**config.mk**
```make
export PLATFORM = sky130hd
export DESIGN_NAME = sync_frame_receiver
export DESIGN_NICKNAME = d
export VERILOG_FILES = /design/src/design/sfr_pkg.sv /design/src/design/sync_frame_receiver.sv /design/src/design/sfr_parser.sv
export SDC_FILE = /design/constraint.sdc
export NUM_CORES = 1
export LEC_CHECK = 0
export ABC_AREA = 1
export BUFFER_PORTS_ARGS = -buffer_cell sky130_fd_sc_hd__buf_2
export CAP_MARGIN = 20
export CORE_ASPECT_RATIO = 0.5
export CORE_MARGIN = 4
export CORE_UTILIZATION = 34
export DETAILED_ROUTE_END_ITERATION = 16
export GPL_TIMING_DRIVEN = 0
export PLACE_DENSITY = 0.51
export SETUP_SLACK_MARGIN = 0.5
export SLEW_MARGIN = 20
export SYNTH_ARGS = -nofsm -noshare
export SYNTH_HDL_FRONTEND = slang
export SYNTH_HIERARCHICAL = 1
export SYNTH_SLANG_ARGS = --single-unit
```
**constraint.sdc**
```tcl
create_clock -name clock -period 5.2 [get_ports clock]
set_input_delay 1.04 -clock clock [delete_from_list [all_inputs] [get_ports clock]]
set_output_delay 1.04 -clock clock [all_outputs]
set_load 0.02 [all_outputs]
```
**src/design/sfr_pkg.sv**
```systemverilog
`default_nettype none

package sfr_pkg;

   localparam int MAX_FRAME_BYTES_DEF = 16;
   localparam int FRAME_OVERHEAD      = 5;

   localparam logic [7:0] SYNC_FIRST  = 8'h55;
   localparam logic [7:0] SYNC_SECOND = 8'hAA;

   localparam logic [7:0] INCOMING_DATA_CODE_RST = 8'd1;
   localparam logic [7:0] REPROGRAM_CODE_RST     = 8'd3;

   // configuration register indexes
   localparam logic CSR_INCOMING_DATA_CODE = 1'b0;
   localparam logic CSR_REPROGRAM_CODE     = 1'b1;

   typedef enum logic [2:0] {
      PH_SYNC1 = 3'd0,
      PH_SYNC2 = 3'd1,
      PH_CMD   = 3'd2,
      PH_LEN   = 3'd3,
      PH_DATA  = 3'd4,
      PH_SUM   = 3'd5
   } phase_type;

   typedef enum logic [1:0] {
      ST_NONE    = 2'd0,
      ST_GOOD    = 2'd1,
      ST_BAD_SUM = 2'd2,
      ST_BAD_LEN = 2'd3
   } status_type;

   typedef struct packed {
      logic [7:0] incoming_data_code;
      logic [7:0] reprogram_code;
   } cfg_type;

   typedef struct packed {
      logic        reprogram_request;
      logic [7:0]  output_bits;
      logic [15:0] voltage_setting;
      logic [7:0]  frame_command;
      status_type  frame_status;
   } result_type;

endpackage

`default_nettype wire

```
**src/design/sync_frame_receiver.sv**
```systemverilog
// Byte-serial frame receiver: hunts for 0x55 0xAA cmd len payload checksum frames and
// returns one result word per received byte (status, command, voltage and bits registers,
// reprogram pulse). Throughput is one byte per clock unless a low rsp_tready holds the result
// register; a byte is held in the input register, is parsed against the running frame state
// and lands in the result register, which raises rsp_tvalid. req_tready drops only while
// both registers are full and rsp_tready is low.
`default_nettype none

module sync_frame_receiver
   import sfr_pkg::*;
#(
   parameter int MAX_FRAME_BYTES = MAX_FRAME_BYTES_DEF
) (
   input  wire logic        clock,
   input  wire logic        reset,
   input  wire logic        req_tvalid,
   output logic             req_tready,
   input  wire logic [7:0]  req_tdata,    // [7:0] rx_byte
   output logic             rsp_tvalid,
   input  wire logic        rsp_tready,
   // [1:0] frame_status, [9:2] frame_command, [25:10] voltage_setting,
   // [33:26] output_bits, [34] reprogram_request, [39:35] zero
   output logic [39:0]      rsp_tdata,
   input  wire logic        csr_wr_en,
   input  wire logic        csr_index,
   input  wire logic [7:0]  csr_wr_data
);

   cfg_type    cfg_ff;
   logic       in_valid_ff;
   logic [7:0] in_byte_ff;
   logic       out_valid_ff;
   result_type out_ff;
   result_type result;
   logic       advance;

   assign advance    = in_valid_ff && (!out_valid_ff || rsp_tready);
   assign req_tready = !in_valid_ff || advance;
   assign rsp_tvalid = out_valid_ff;
   assign rsp_tdata  = {5'd0, out_ff};

   always_ff @(posedge clock) begin
      if (reset) begin
         cfg_ff.incoming_data_code <= INCOMING_DATA_CODE_RST;
         cfg_ff.reprogram_code     <= REPROGRAM_CODE_RST;
      end else if (csr_wr_en) begin
         case (csr_index)
            CSR_INCOMING_DATA_CODE: cfg_ff.incoming_data_code <= csr_wr_data;
            CSR_REPROGRAM_CODE:     cfg_ff.reprogram_code     <= csr_wr_data;
            default: ;
         endcase
      end
   end

   always_ff @(posedge clock) begin
      if (reset) begin
         in_valid_ff  <= 1'b0;
         out_valid_ff <= 1'b0;
      end else begin
         if (req_tready) in_valid_ff <= req_tvalid;
         if (advance) out_valid_ff <= 1'b1;
         else if (rsp_tready) out_valid_ff <= 1'b0;
      end
   end

   always_ff @(posedge clock) begin
      if (req_tready && req_tvalid) in_byte_ff <= req_tdata;
      if (advance) out_ff <= result;
   end

   sfr_parser #(
      .MAX_FRAME_BYTES(MAX_FRAME_BYTES)
   ) u_parser (
      .clock   (clock),
      .reset   (reset),
      .advance (advance),
      .rx_byte (in_byte_ff),
      .cfg     (cfg_ff),
      .result  (result)
   );

   // reprogram pulse only on a good frame
   assert property (@(posedge clock) disable iff (reset)
      out_valid_ff && out_ff.reprogram_request |-> out_ff.frame_status == ST_GOOD)
      else $error("reprogram request without good frame");

   // no frame ended means no command reported
   assert property (@(posedge clock) disable iff (reset)
      out_valid_ff && out_ff.frame_status == ST_NONE |-> out_ff.frame_command == 8'd0)
      else $error("command reported without frame end");

   // input stalls only when both stages are full and the output is held
   assert property (@(posedge clock) disable iff (reset)
      !req_tready |-> in_valid_ff && out_valid_ff && !rsp_tready)
      else $error("input stalled without backpressure");

   // a stalled result word stays put
   assert property (@(posedge clock) disable iff (reset)
      out_valid_ff && !rsp_tready |=> out_valid_ff && $stable(out_ff))
      else $error("held result changed");

endmodule

`default_nettype wire

```
**src/design/sfr_parser.sv**
```systemverilog
`default_nettype none

module sfr_parser
   import sfr_pkg::*;
#(
   parameter int MAX_FRAME_BYTES = MAX_FRAME_BYTES_DEF
) (
   input  wire logic       clock,
   input  wire logic       reset,
   input  wire logic       advance,
   input  wire logic [7:0] rx_byte,
   input  wire cfg_type    cfg,
   output result_type      result
);

   localparam int         CNT_W   = $clog2(MAX_FRAME_BYTES);
   localparam logic [7:0] MAX_LEN = 8'(MAX_FRAME_BYTES - FRAME_OVERHEAD);

   phase_type        phase_ff, phase_in;
   logic [CNT_W-1:0] count_ff, count_in;
   logic [7:0]       sum_ff, sum_in;
   logic [7:0]       cmd_ff, cmd_in;
   logic [7:0]       len_ff, len_in;
   logic [7:0]       head_ff [3];
   logic [7:0]       head_in [3];
   logic [15:0]      volt_ff, volt_in;
   logic [7:0]       bits_ff, bits_in;

   always_comb begin
      logic [7:0] sum_add;
      logic       resync;
      sum_add  = sum_ff + rx_byte;
      resync   = 1'b0;
      phase_in = phase_ff;
      count_in = count_ff;
      sum_in   = sum_ff;
      cmd_in   = cmd_ff;
      len_in   = len_ff;
      head_in  = head_ff;
      volt_in  = volt_ff;
      bits_in  = bits_ff;
      result.frame_status      = ST_NONE;
      result.frame_command     = 8'd0;
      result.reprogram_request = 1'b0;

      case (phase_ff)
         PH_SYNC2: begin
            if (rx_byte == SYNC_SECOND) begin
               sum_in   = sum_add;
               phase_in = PH_CMD;
            end else begin
               resync = 1'b1;
            end
         end
         PH_CMD: begin
            cmd_in   = rx_byte;
            sum_in   = sum_add;
            phase_in = PH_LEN;
         end
         PH_LEN: begin
            len_in = rx_byte;
            sum_in = sum_add;
            if (rx_byte > MAX_LEN) begin
               result.frame_status  = ST_BAD_LEN;
               result.frame_command = cmd_ff;
               resync               = 1'b1;
            end else begin
               count_in = '0;
               phase_in = (rx_byte == 8'd0) ? PH_SUM : PH_DATA;
            end
         end
         PH_DATA: begin
            if (count_ff == CNT_W'(0)) head_in[0] = rx_byte;
            if (count_ff == CNT_W'(1)) head_in[1] = rx_byte;
            if (count_ff == CNT_W'(2)) head_in[2] = rx_byte;
            count_in = count_ff + CNT_W'(1);
            sum_in   = sum_add;
            if (8'(count_ff) + 8'd1 >= len_ff) phase_in = PH_SUM;
         end
         PH_SUM: begin
            result.frame_command = cmd_ff;
            if (rx_byte == sum_ff) begin
               result.frame_status = ST_GOOD;
               if (cmd_ff == cfg.incoming_data_code) begin
                  volt_in = {head_ff[0], head_ff[1]};
                  bits_in = head_ff[2];
               end
               result.reprogram_request = (cmd_ff == cfg.reprogram_code);
            end else begin
               result.frame_status = ST_BAD_SUM;
            end
            resync = 1'b1;
         end
         default: begin
            if (rx_byte == SYNC_FIRST) begin
               head_in  = '{default: 8'd0};
               count_in = '0;
               sum_in   = rx_byte;
               phase_in = PH_SYNC2;
            end else begin
               resync = 1'b1;
            end
         end
      endcase

      if (resync) begin
         phase_in = PH_SYNC1;
         count_in = '0;
         sum_in   = 8'd0;
         cmd_in   = 8'd0;
         len_in   = 8'd0;
      end

      result.voltage_setting = volt_in;
      result.output_bits     = bits_in;
   end

   always_ff @(posedge clock) begin
      if (reset) begin
         phase_ff <= PH_SYNC1;
         count_ff <= '0;
         sum_ff   <= 8'd0;
         cmd_ff   <= 8'd0;
         len_ff   <= 8'd0;
         head_ff  <= '{default: 8'd0};
         volt_ff  <= 16'd0;
         bits_ff  <= 8'd0;
      end else if (advance) begin
         phase_ff <= phase_in;
         count_ff <= count_in;
         sum_ff   <= sum_in;
         cmd_ff   <= cmd_in;
         len_ff   <= len_in;
         head_ff  <= head_in;
         volt_ff  <= volt_in;
         bits_ff  <= bits_in;
      end
   end

endmodule

`default_nettype wire

```
### Yosys cells after proc, flatten, opt, wreduce, memory -nomap -nowiden

Index checks and enable logic that the tools add are counted.

| storage, ports and cells | value |
|---|---|
| register bits after elaboration | 140 |
| bits of input ports | 22 |
| output and inout port bits | 42 |
| word-level logic and storage cells | 116 |

| cells by class | value |
|---|---|
| add/sub/neg operators | 3 |
| magnitude comparators | 2 |
| equal/unequal tests | 20 |
| multiplexer cells | 39 |
| bitwise gates (word level) | 2 |
| reductions and logical operators | 30 |

Operators by type and width:

| cell | count |
|---|---|
| $mux 8 | 13 |
| $mux 16 | 3 |
| $pmux 24 s2 | 1 |
| $eq 8x8->1 | 3 |
| $mux 24 | 1 |
| $pmux 8 s3 | 1 |
| $pmux 10 s2 | 1 |
| $reduce_and 4->1 | 5 |
| $mux 3 | 5 |
| $pmux 3 s5 | 1 |
| $mux 4 | 3 |
| $pmux 4 s3 | 1 |
| $mux 10 | 1 |
| $ne 2x1->1 const B | 5 |
| $reduce_and 2->1 | 5 |
| $add 8x8->8 | 1 |
| $eq 8x7->1 const B | 1 |
| $eq 8x8->1 const B | 1 |
| $ge 8x8->1 | 1 |
| $gt 8x4->1 const B | 1 |
| $logic_not 8->1 | 1 |
| $reduce_bool 2->1 | 4 |
| $reduce_bool 4->1 | 2 |
| $eq 3x2->1 const B | 2 |
| other kinds (21) | 33 |

### Logic depth before layout (Yosys ltp)

Gate-level depths: netlist of the first run.

| depth | value |
|---|---|
| depth after elaboration | 5 |
| depth in mapped cells | 13 |
| mapped depth without buffers | 12 |

### By module

The synthesis of the first run kept the hierarchy.

By module, submodules not included:

| module | instances | cells each | area an instance (um^2) | sequential area each (um^2) |
|---|---|---|---|---|
| sfr_parser | 1 | 737 | 4664.5 | 1581.5 |
| sync_frame_receiver | 1 | 147 | 2052.0 | 1651.6 |

### Least setup slack after synthesis of the first run

Ideal clock, no wire load.

| timing | value |
|---|---|
| path kind | input to register |
| start point | input rsp_tready |
| end point | register u_parser/head_ff[21] (netlist name) |
| library setup time | 0.070 ns |
| arrival | 3.950 ns |
| required time | 5.130 ns |
| slack | 1.180 ns |
| stages | 8 |
| path buffers | 0 |
| cells stage by stage | inv_1 -> a21oi_1 -> inv_1 -> nor2_1 -> nand2_1 -> inv_2 -> nand2_1 -> a21oi_1 |

| on the way | value |
|---|---|
| cells in the longest elaborated chain, start to end | 3 |

RTL lines:

| element | line | source |
|---|---|---|
| start, declared | sync_frame_receiver.sv:20 | `input wire logic rsp_tready,` |
| $logic_or 1x1->1 | sync_frame_receiver.sv:37 | `assign advance = in_valid_ff && (!out_valid_ff \|\| rsp_tready);` |
| $logic_and 1x1->1 | sync_frame_receiver.sv:37 |  |
| via advance | sync_frame_receiver.sv:35 | `logic advance;` |
| $reduce_and 4->1 (no source line) | n/a |  |
| end signal, assigned | sfr_parser.sv:134 | `head_ff <= head_in;` |
| end, declared | sfr_parser.sv:24 | `logic [7:0] head_ff [3];` |

The timed path passes the listed nets, and every way through them passes these cells.
A chain may end at the register's enable or synchronous reset.

### Worst setup path in the final report of the first run

| timing | value |
|---|---|
| start point | input rsp_tready |
| end point | register u_parser.bits_ff[7] |

| on the way | value |
|---|---|
| cells in the longest elaborated chain, start to end | 2 |

RTL lines:

| element | line | source |
|---|---|---|
| $logic_or 1x1->1 | sync_frame_receiver.sv:37 |  |
| $logic_and 1x1->1 | sync_frame_receiver.sv:37 |  |
| via advance | sync_frame_receiver.sv:35 |  |
| end signal, assigned | sfr_parser.sv:136 | `bits_ff <= bits_in;` |
| end, declared | sfr_parser.sv:27 | `logic [7:0] bits_ff, bits_in;` |

The timed path passes the listed nets, and every way through them passes these cells.

==> flow_summary.ini, run 1 <==
[sta]
post-route-min-period_ns = 2.84
final_max_slew_viol_count = 0
finalHoldViolCount = 0
finalCritPeriodShare_pct = 54.6
timing.final.setup_violations = 0
hold_ws_ns = 0.454
fin_skew_ns = 0.0121
fmax_mhz = 352
layout_setup_ws_ns = 2.36
worst_slew_pin_slew_ns = 0.799
grt_setup_unrepaired = false
slew_headroom_pct = 46.8

[flow_run]
drv_cap = 0

[routing]
vias = 5808
drt_wl_total_mm = 16.4
routedWlPerCell_um = 13.2
drc = 0
ant_nets = 0
avgViaCountPerCell = 4.67
drt-initial-drc-count = 444
drtPass1Iterations = 5

[die]
coreArea_sq_mm = 0.0194
placementRows = 36
die_y_um = 107
die_w_um = 207
die-area_sq_mm = 0.0222
start_util_pct = 34.6
num_io_pins = 64

[global_route]
met1_usage_pct = 22.9
grt_max_degree = 23
met2_usage_pct = 22.9
grt_pass1_vias = 5526
grt_pass1_wl_mm = 27.5
grtUsageTotal_pct = 15.7
grt-busiest-layer = met1
overflow = 0
grtUsageMet3_pct = 3.76
antenna_found_initial = 1

[power_and_ir_drop]
ir_drop_mv = 0.243
pwr-share-comb_pct = 12.4
internal_power_mw = 2.02
switchingPower_uw = 749
p_leak_nw = 3.58
power.clock.fraction_pct = 43.5
power.density_mw_per_mm2 = 348
netSwitchingFraction_pct = 27.0
seqPwrFrac_pct = 44.1

[clock_tree]
cts.sinks = 140
cts.repair.resized = 0
cts_tree = built
clk_latency_ns = 0.43
cts_setup_buffers = 0
root_buffer = clkbuf_16
clkSlewWorstSetupHoldPaths_ns = 0.06
htreeDepth = 4
cts_made_buffers = 17
clock_path_buffers = 2
hold_buffers = 0

[yosys]
synth_cell_types = 36
ys_warn_count = 6
syn_area_sq_mm = 0.00672
synth-edff-count = 43
yosysTopAreaCellShare_pct = 28.9
ys_ff_latch = 140
synthArstFlopShare_pct = 0
synth.area.top_cells = dfxtp_1, edfxtp_1, nand2_1, nor2_1, nand3_1
synth_area_leader_cell = dfxtp_1
synthFlopType = dfxtp_1
syn_inst = 884
yosysSeqAreaShare_pct = 48.1
avgSynthCellArea_sq_um = 7.60

[outcome]
status = finished, final reports clean

[placement]
io_buffer_count = 57
hpwl_mm = 12.2
pre_cts_slack_ns = 1.95
gp_congestion = 0.919

[critical_path]
end_kind = flip-flop
timing_worst_setup_path_type = in2reg
cp_max_fo = 16
timing.rr.start = in_byte_ff[2]$_DFFE_PP_
endpoint = u_parser/bits_ff[7]$_SDFFE_PP0P_
critPathRequiredTime_ns = 5.57
ff2ff_setup_slack_ns = 2.65
crit_arrival_ns = 3.21
crit_path_start_kind = input port
reg2reg_depth = 11
reg2reg_to = rsp_tdata[28]$_DFFE_PP_
crit_path_start = rsp_tready

[finish]
drive_gt1_share_pct = 13.7
syn_to_final_growth_pct = 18.7
n_fill_cell = 1982
antenna_cells = 0
mostFrequentLayoutCell = nand2_1
layout_common_cells = nand2_1, nor2_1, dfxtp_1, nand3_1, inv_1
fin_nets = 1004

[hold_path]
hp-class = reg2reg
min_from = u_parser/len_ff[4]$_SDFFE_PP0P_
-- logic make-up (layout without fill, tap and decap cells) --
kind of cell / Yosys count / after routing / share of synthesized area (%)
other cells: 1 / 5 / 0.0558
buf+inv: 132 / 222 / 8.57
flops: 140 / 140 / 48.1
fa+ha+maj: 17 / 17 / 3.28
simple gates: 505 / 505 / 31.7
compound gates: 68 / 68 / 5.51
xor+xnor: 21 / 21 / 2.74
-- power by group through the flow --
stage | combinational, mW | clock (mW) | sequential, mW
after floorplan | 0.240 | 0 | 1.25
after detailed placement | 0.344 | 0 | 1.25
final | 0.344 | 1.21 | 1.22
after CTS | 0.345 | 1.24 | 1.22
after global placement | 0.335 | 0 | 1.25
after global routing | 0.394 | 1.29 | 1.23
-- through the flow --
step	power (mW)	cell area (sq um)	cells	utilization (%)	setup TNS [ns]
detailed placement	1.59	7390	1212	38.1	0
global placement	1.58	7350	1211	37.9	-19.66
finish	2.77	7970	1244	41.1	0
CTS	2.81	7970	1244	41.1	0
floorplan	1.49	6730	888	-	0
global route	2.91	7970	1244	41.1	0
-- Yosys cell counts (2+ instances only) --
master    count
a21oi_1      27
a21oi_4       2
buf_1         3
buf_2         6
buf_4         8
buf_6         5
clkbuf_1     11
dfxtp_1      97
edfxtp_1     43
ha_1         16
inv_1        89
inv_2         9
nand2_1     196
nand2_2       3
nand2_4       2
nand3_1      92
nand4_1      13
nor2_1      182
nor2_2        3
nor2_4        3
nor3_1        6
o21ai_0      29
o21ai_1       7
xnor2_1      17
xor2_1        4
-- worst min-delay path by stage --
stage	to	slack, ns	cells after the start
after floorplan	u_parser/len_ff[4]$_SDFFE_PP0P_	0.43	2
after global placement	u_parser/len_ff[4]$_SDFFE_PP0P_	0.44	2
after detailed placement	u_parser/len_ff[4]$_SDFFE_PP0P_	0.45	2
after CTS	u_parser/len_ff[4]$_SDFFE_PP0P_	0.46	2
after global routing	u_parser/head_ff[21]$_SDFFE_PP0P_	0.48	2
final	u_parser/len_ff[4]$_SDFFE_PP0P_	0.45	2
-- registers in the layout (all words and copies together), names as in the netlist --
register	cells
in_valid_ff	1
u_parser/sum_ff	8
rsp_tdata	35
in_byte_ff	8
u_parser/head_ff	24
u_parser/bits_ff	8
u_parser/cmd_ff	8
u_parser/count_ff	4
u_parser/len_ff	8
cfg_ff	16
u_parser/volt_ff	16
u_parser/phase_ff	3
rsp_tvalid	1
-- area by class of cell --
type / count / area, sq um / share of cell area (%)
Buffer: 33 / 199 / 2.49
Clock buffer: 19 / 443 / 5.55
Timing Repair Buffer: 58 / 313 / 3.92
Tap cell: 266 / 333 / 4.17
Sequential cell: 140 / 3230 / 40.5
Inverter: 99 / 377 / 4.72
Clock inverter: 13 / 143 / 1.79
Multi-Input combinational cell: 616 / 2930 / 36.8
-- worst max-delay path: stages --
cell,delay [ns]
buf_2,0.07
inv_1,0.07
a21oi_4,0.57
clkbuf_1,0.58
buf_1,0.51
nor2_1,0.10
nor2_1,0.13
nand2_1,0.08
inv_1,0.04
-- routing by layer --
layer  share of wire [%]  vias up
met3                 5.8       16
met1                  52     2664
met5                   0        -
met4                 1.2        0
li1                    -     2978
met2                  41      150
Power figures use the tool's default switching activity.
==> run 2, diff against run 1 <==
==> constraint.sdc (replaced) <==
create_clock -name clock -period 2.8 [get_ports clock]
set_input_delay 0.56 -clock clock [delete_from_list [all_inputs] [get_ports clock]]
set_output_delay 0.56 -clock clock [all_outputs]
set_load 0.02 [all_outputs]
==> run 2 against run 1 <==
Compared with the run above:
- sequential power grew 85%
- first-iteration DRC count shrank 19%
- critical path depth grew 2
- cell area grew 2.1%
- largest cell class unchanged
- non-clock buffer count grew 10
- clock power grew 100%
- utilization grew 0.84 points
- cell count grew 0.72%
- via count shrank 0.52%
- total power grew 93%
- routed wire length grew 1.3%
- global-route usage is essentially flat
==> flow_summary.ini, run 2 (synthesis gave the netlist of run 1 again) <==
[outcome]
status = finished, final reports clean

[sta]
worst_slew_pin_slew_ns = 0.780
finalHoldViolCount = 0
fmax_mhz = 476
post-route-min-period_ns = 2.10
timing.final.setup_violations = 0
hold_ws_ns = 0.317
layout_setup_ws_ns = 0.697
setup_tns_ns = 0
slew_headroom_pct = 48.0
finalCritPeriodShare_pct = 75.1
final_max_slew_viol_count = 0
fin_skew_ns = 0.00977
grt_setup_unrepaired = false

[placement]
hpwl_mm = 12.3
pre_cts_slack_ns = 0.275
io_buffer_count = 57
postPlaceCellArea_sq_mm = 0.00741
gp_congestion = 0.918

[die]
die-area_sq_mm = 0.0222
start_util_pct = 34.6
placementRows = 36
num_io_pins = 64
die_y_um = 107
die_w_um = 207
coreArea_sq_mm = 0.0194

[finish]
postLayoutCellArea_sq_mm = 0.00814
multi_input_area_sq_mm = 0.00296
utilization_pct = 41.9
antenna_cells = 0
largest_reg_flops = 35
layout_common_cells = nand2_1, nor2_1, dfxtp_1, nand3_1, inv_1
regArea_sq_mm = 0.00323
fin_nets = 1014
n_fill_cell = 2019
mostFrequentLayoutCell = nand2_1
syn_to_final_growth_pct = 21.2
drive_gt1_share_pct = 15.0

[critical_path]
crit_path_frequent_cell = nand2_1
reg2reg_to = rsp_tdata[27]$_DFFE_PP_
critPathRequiredTime_ns = 2.97
ff2ff_setup_slack_ns = 0.70
crit_arrival_ns = 2.27
end_kind = flip-flop
reg2reg_depth = 11
cp_max_fo = 10
slowest_delay_ns = 0.40
crit_path_start_kind = flip-flop
cp_slowest_cell = edfxtp_1
timing.rr.start = in_byte_ff[2]$_DFFE_PP_
timing_worst_setup_path_type = reg2reg
cp_cell_sequence = ha_1 -> buf_6 -> nor2_1 -> nand2_1 -> nor2_4 -> nand2_2 -> nor2_4 -> nand2_4 -> buf_6 -> nand2_1 -> nand2_1

[routing]
avgViaCountPerCell = 4.61
drtPass1Iterations = 5
ant_nets = 0
drt-initial-drc-count = 361
routedWlPerCell_um = 13.2
drc = 0
drt_wl_total_mm = 16.6
vias = 5778

[global_route]
overflow = 0
met1_usage_pct = 22.4
grtUsageTotal_pct = 15.7
antenna_found_initial = 0
grt_pass1_wl_mm = 27.5
grt_max_degree = 20
grtUsageMet3_pct = 3.49
grt_pass1_vias = 5483
met2_usage_pct = 23.8
grt-busiest-layer = met2

[clock_tree]
root_buffer = clkbuf_16
cts_tree = built
htreeDepth = 4
clkSlewWorstSetupHoldPaths_ns = 0.06
clk_latency_ns = 0.42
hold_buffers = 0
clock_path_buffers = 2
cts.sinks = 140
cts_made_buffers = 17

[hold_path]
min_from = req_tdata[0]
hp-class = in2reg
hold_path_depth = 1
holdPathEnd = in_byte_ff[0]$_DFFE_PP_

[power_and_ir_drop]
p_leak_nw = 3.70
ir_drop_mv = 0.415
power.density_mw_per_mm2 = 658

[flow_run]
drv_cap = 0
==> run 2: final cells by class <==
type	instances	share of cell area (%)
clock buffer	18	5.27
buffer	33	2.55
clock inverter	13	2.44
inverter	99	4.63
sequential	140	39.7
multi-input combinational	616	36.4
tap	266	4.09
timing repair buffer	68	4.92
==> run 2: power breakdown <==
| part | total (mW) | internal, mW | switching, mW |
|---|---|---|---|
| Sequential | 2.26 | 2.20 | 0.0670 |
| Clock | 2.42 | 1.57 | 0.855 |
| Combinational | 0.667 | 0.238 | 0.429 |
==> run 2: per-layer routing <==
layer / vias to the layer above / wire length, um
met3: 22 / 653
met5: - / 0
met1: 2666 / 8610
li1: 2996 / -
met4: 0 / 213
met2: 94 / 7110
==> run 2: repair_timing <==
action,CTS,global route
resized for setup,1,10
endpoints found under the setup margin,48,47
pin swaps,1,2
buffers inserted,7,2
==> run 2: worst max-delay path by stage <==
stage	from	endpoint	slack, ns
CTS	in_byte_ff[2]$_DFFE_PP_	rsp_tdata[30]$_DFFE_PP_	0.53
global placement	rsp_tready	u_parser/cmd_ff[0]$_SDFFE_PP0P_	-0.40
global route	in_byte_ff[2]$_DFFE_PP_	u_parser/bits_ff[0]$_SDFFE_PP0P_	0.50
detailed placement	in_byte_ff[3]$_DFFE_PP_	rsp_tdata[30]$_DFFE_PP_	0.27
floorplan	rsp_tready	u_parser/head_ff[21]$_SDFFE_PP0P_	0.56
finish	in_byte_ff[2]$_DFFE_PP_	rsp_tdata[27]$_DFFE_PP_	0.70
==> run 2: critical path, delay by kind of cell (launching register included) <==
| family | cells | cell delay (ns) |
|---|---|---|
| buf+inv | 2 | 0.32 |
| simple gates | 8 | 0.80 |
| flops | 1 | 0.40 |
| fa+ha+maj | 1 | 0.32 |
==> run 2: through the flow <==
stage          instances  power (mW)
3_3_place_gp        1211        2.94
5_1_grt             1253        5.61
4_1_cts             1251        5.41
6_report            1253        5.35
3_5_place_dp        1213        2.96
2_1_floorplan        888        2.77
==> run 3, diff against run 2 <==
==> constraint.sdc (replaced) <==
create_clock -name clock -period 2.2 [get_ports clock]
set_input_delay 0.44 -clock clock [delete_from_list [all_inputs] [get_ports clock]]
set_output_delay 0.44 -clock clock [all_outputs]
set_load 0.02 [all_outputs]
==> run 3 against run 2 <==
Compared with the run above:
- utilization up 6.2 points
- die area did not move
- fmax down 0.54%
- non-clock buffer count rose by 23
- critical endpoint is now rsp_tdata[10]$_DFFE_PP_
- cell area is 15% higher
- clock-buffer cell count rose by 1
- register-to-register slack got worse by 0.61 ns
- critical path depth is the same
==> flow_summary.ini, run 3 (synthesis gave the netlist of run 1 again) <==
[routing]
drtPass1Iterations = 5
drt_wl_total_mm = 18.1
drc = 0
drt-initial-drc-count = 376
avgViaCountPerCell = 4.70
ant_nets = 0
routedWlPerCell_um = 14.1
vias = 6018

[critical_path]
cp_cell_sequence = ha_1 -> buf_6 -> nor2_4 -> nand2_2 -> nor2_4 -> nand2_2 -> nor2_4 -> nand2_4 -> buf_12 -> nand2_2 -> nand2_1
crit_arrival_ns = 2.28
reg2reg_to = rsp_tdata[10]$_DFFE_PP_
timing_worst_setup_path_type = reg2reg
reg2reg_depth = 11
cp_max_fo = 10
end_kind = flip-flop
crit_path_start_kind = flip-flop
ff2ff_setup_slack_ns = 0.09
critPathRequiredTime_ns = 2.37
timing.rr.start = in_byte_ff[2]$_DFFE_PP_
cp_slowest_cell = edfxtp_1
crit_family = simple AND/OR/NAND/NOR gates
slowest_delay_ns = 0.41
path_buf_inv = 2

[clock_tree]
htreeDepth = 4
clkSlewWorstSetupHoldPaths_ns = 0.06
cts.sinks = 140
clk_latency_ns = 0.42
hold_buffers = 0
cts_tree = built
clock_path_buffers = 2
cts_made_buffers = 17
root_buffer = clkbuf_16

[finish]
mostFrequentLayoutCell = nor2_1
n_fill_cell = 1883
postLayoutCellArea_sq_mm = 0.00935
antenna_cells = 0
syn_to_final_growth_pct = 39.2
layout_common_cells = nor2_1, nand2_1, dfxtp_1, inv_1, buf_2
instances_no_fill = 1280
regArea_sq_mm = 0.00324
multi_input_area_sq_mm = 0.00382
fin_nets = 1040
drive_gt1_share_pct = 34.6
largest_reg_flops = 35

[hold_path]
holdPathEnd = in_byte_ff[1]$_DFFE_PP_
min_from = req_tdata[1]
hp-class = in2reg
hold_path_depth = 1

[sta]
finalCritPeriodShare_pct = 96.1
final_max_slew_viol_count = 0
post-route-min-period_ns = 2.11
fin_skew_ns = 0.00886
worst_slew_pin_slew_ns = 0.805
grt_setup_unrepaired = true
timing.final.setup_violations = 0
fmax_mhz = 473
slew_headroom_pct = 46.4
hold_ws_ns = 0.196
finalHoldViolCount = 0

[die]
die_y_um = 107
num_io_pins = 64
placementRows = 36
die_w_um = 207
start_util_pct = 34.6
die-area_sq_mm = 0.0222
coreArea_sq_mm = 0.0194

[power_and_ir_drop]
p_leak_nw = 4.08
total_power_mw = 6.89
ir_drop_mv = 0.541
power.density_mw_per_mm2 = 737

[flow_run]
drv_cap = 0

[global_route]
grtUsageTotal_pct = 16.8
met2_usage_pct = 26.1
overflow = 0
grt_max_degree = 24
grtUsageMet3_pct = 3.97
met1_usage_pct = 23.5
grt_pass1_wl_mm = 29.4
grt-busiest-layer = met2
antenna_found_initial = 0
grt_pass1_vias = 5841

[placement]
hpwl_mm = 12.5
place_inst = 1212
postPlaceCellArea_sq_mm = 0.00755
io_buffer_count = 57
gp_congestion = 0.888

[outcome]
status = finished, final reports clean
## run 3: layout make-up
| class | count | share of cell area [%] |
|---|---|---|
| Buffer | 33 | 3.15 |
| Clock buffer | 19 | 4.63 |
| Clock inverter | 13 | 1.62 |
| Inverter | 99 | 4.51 |
| Multi-Input combinational cell | 619 | 40.9 |
| Sequential cell | 140 | 34.6 |
| Tap cell | 266 | 3.56 |
| Timing Repair Buffer | 91 | 7.01 |
## run 3: worst max-delay path by stage
| stage | endpoint | cells after the start | slack (ns) | from |
|---|---|---|---|---|
| floorplan | rsp_tdata[10]$_DFFE_PP_ | 11 | 0.20 | in_byte_ff[2]$_DFFE_PP_ |
| global placement | u_parser/sum_ff[5]$_SDFFE_PP0P_ | 7 | -0.50 | rsp_tready |
| detailed placement | rsp_tdata[24]$_DFFE_PP_ | 10 | -0.27 | in_byte_ff[3]$_DFFE_PP_ |
| CTS | u_parser/bits_ff[4]$_SDFFE_PP0P_ | 13 | 0.11 | in_byte_ff[2]$_DFFE_PP_ |
| global route | u_parser/sum_ff[5]$_SDFFE_PP0P_ | 11 | 0.009 | in_byte_ff[5]$_DFFE_PP_ |
| finish | rsp_tdata[10]$_DFFE_PP_ | 11 | 0.09 | in_byte_ff[2]$_DFFE_PP_ |
## run 3: what timing repair did
item	CTS	global route
pin swaps	53	31
endpoints found under the setup margin	114	114
setup buffers	26	5
cloned	5	0
resized for setup	140	85
## run 3: power by group
part / switching, mW / internal, mW
sequential: 0.103 / 2.80
combinational: 0.676 / 0.436
clock: 1.11 / 1.77
## run 3: metal layers
layer  up-vias  share of wire, %
li1       3071                 -
met1      2808                50
met2       122                44
met3        17               4.1
met4         0               1.2
met5         -                 0
## run 3: per-stage QoR
stage                     utilization (%)  TNS, ns  setup WS (ns)
final                                48.2        0         0.0857
after global routing                 48.2        0        0.00858
after CTS                            46.1        0          0.110
after detailed placement             38.9   -10.22         -0.274
after global placement               38.8   -39.54         -0.504
after floorplan                         -        0          0.198
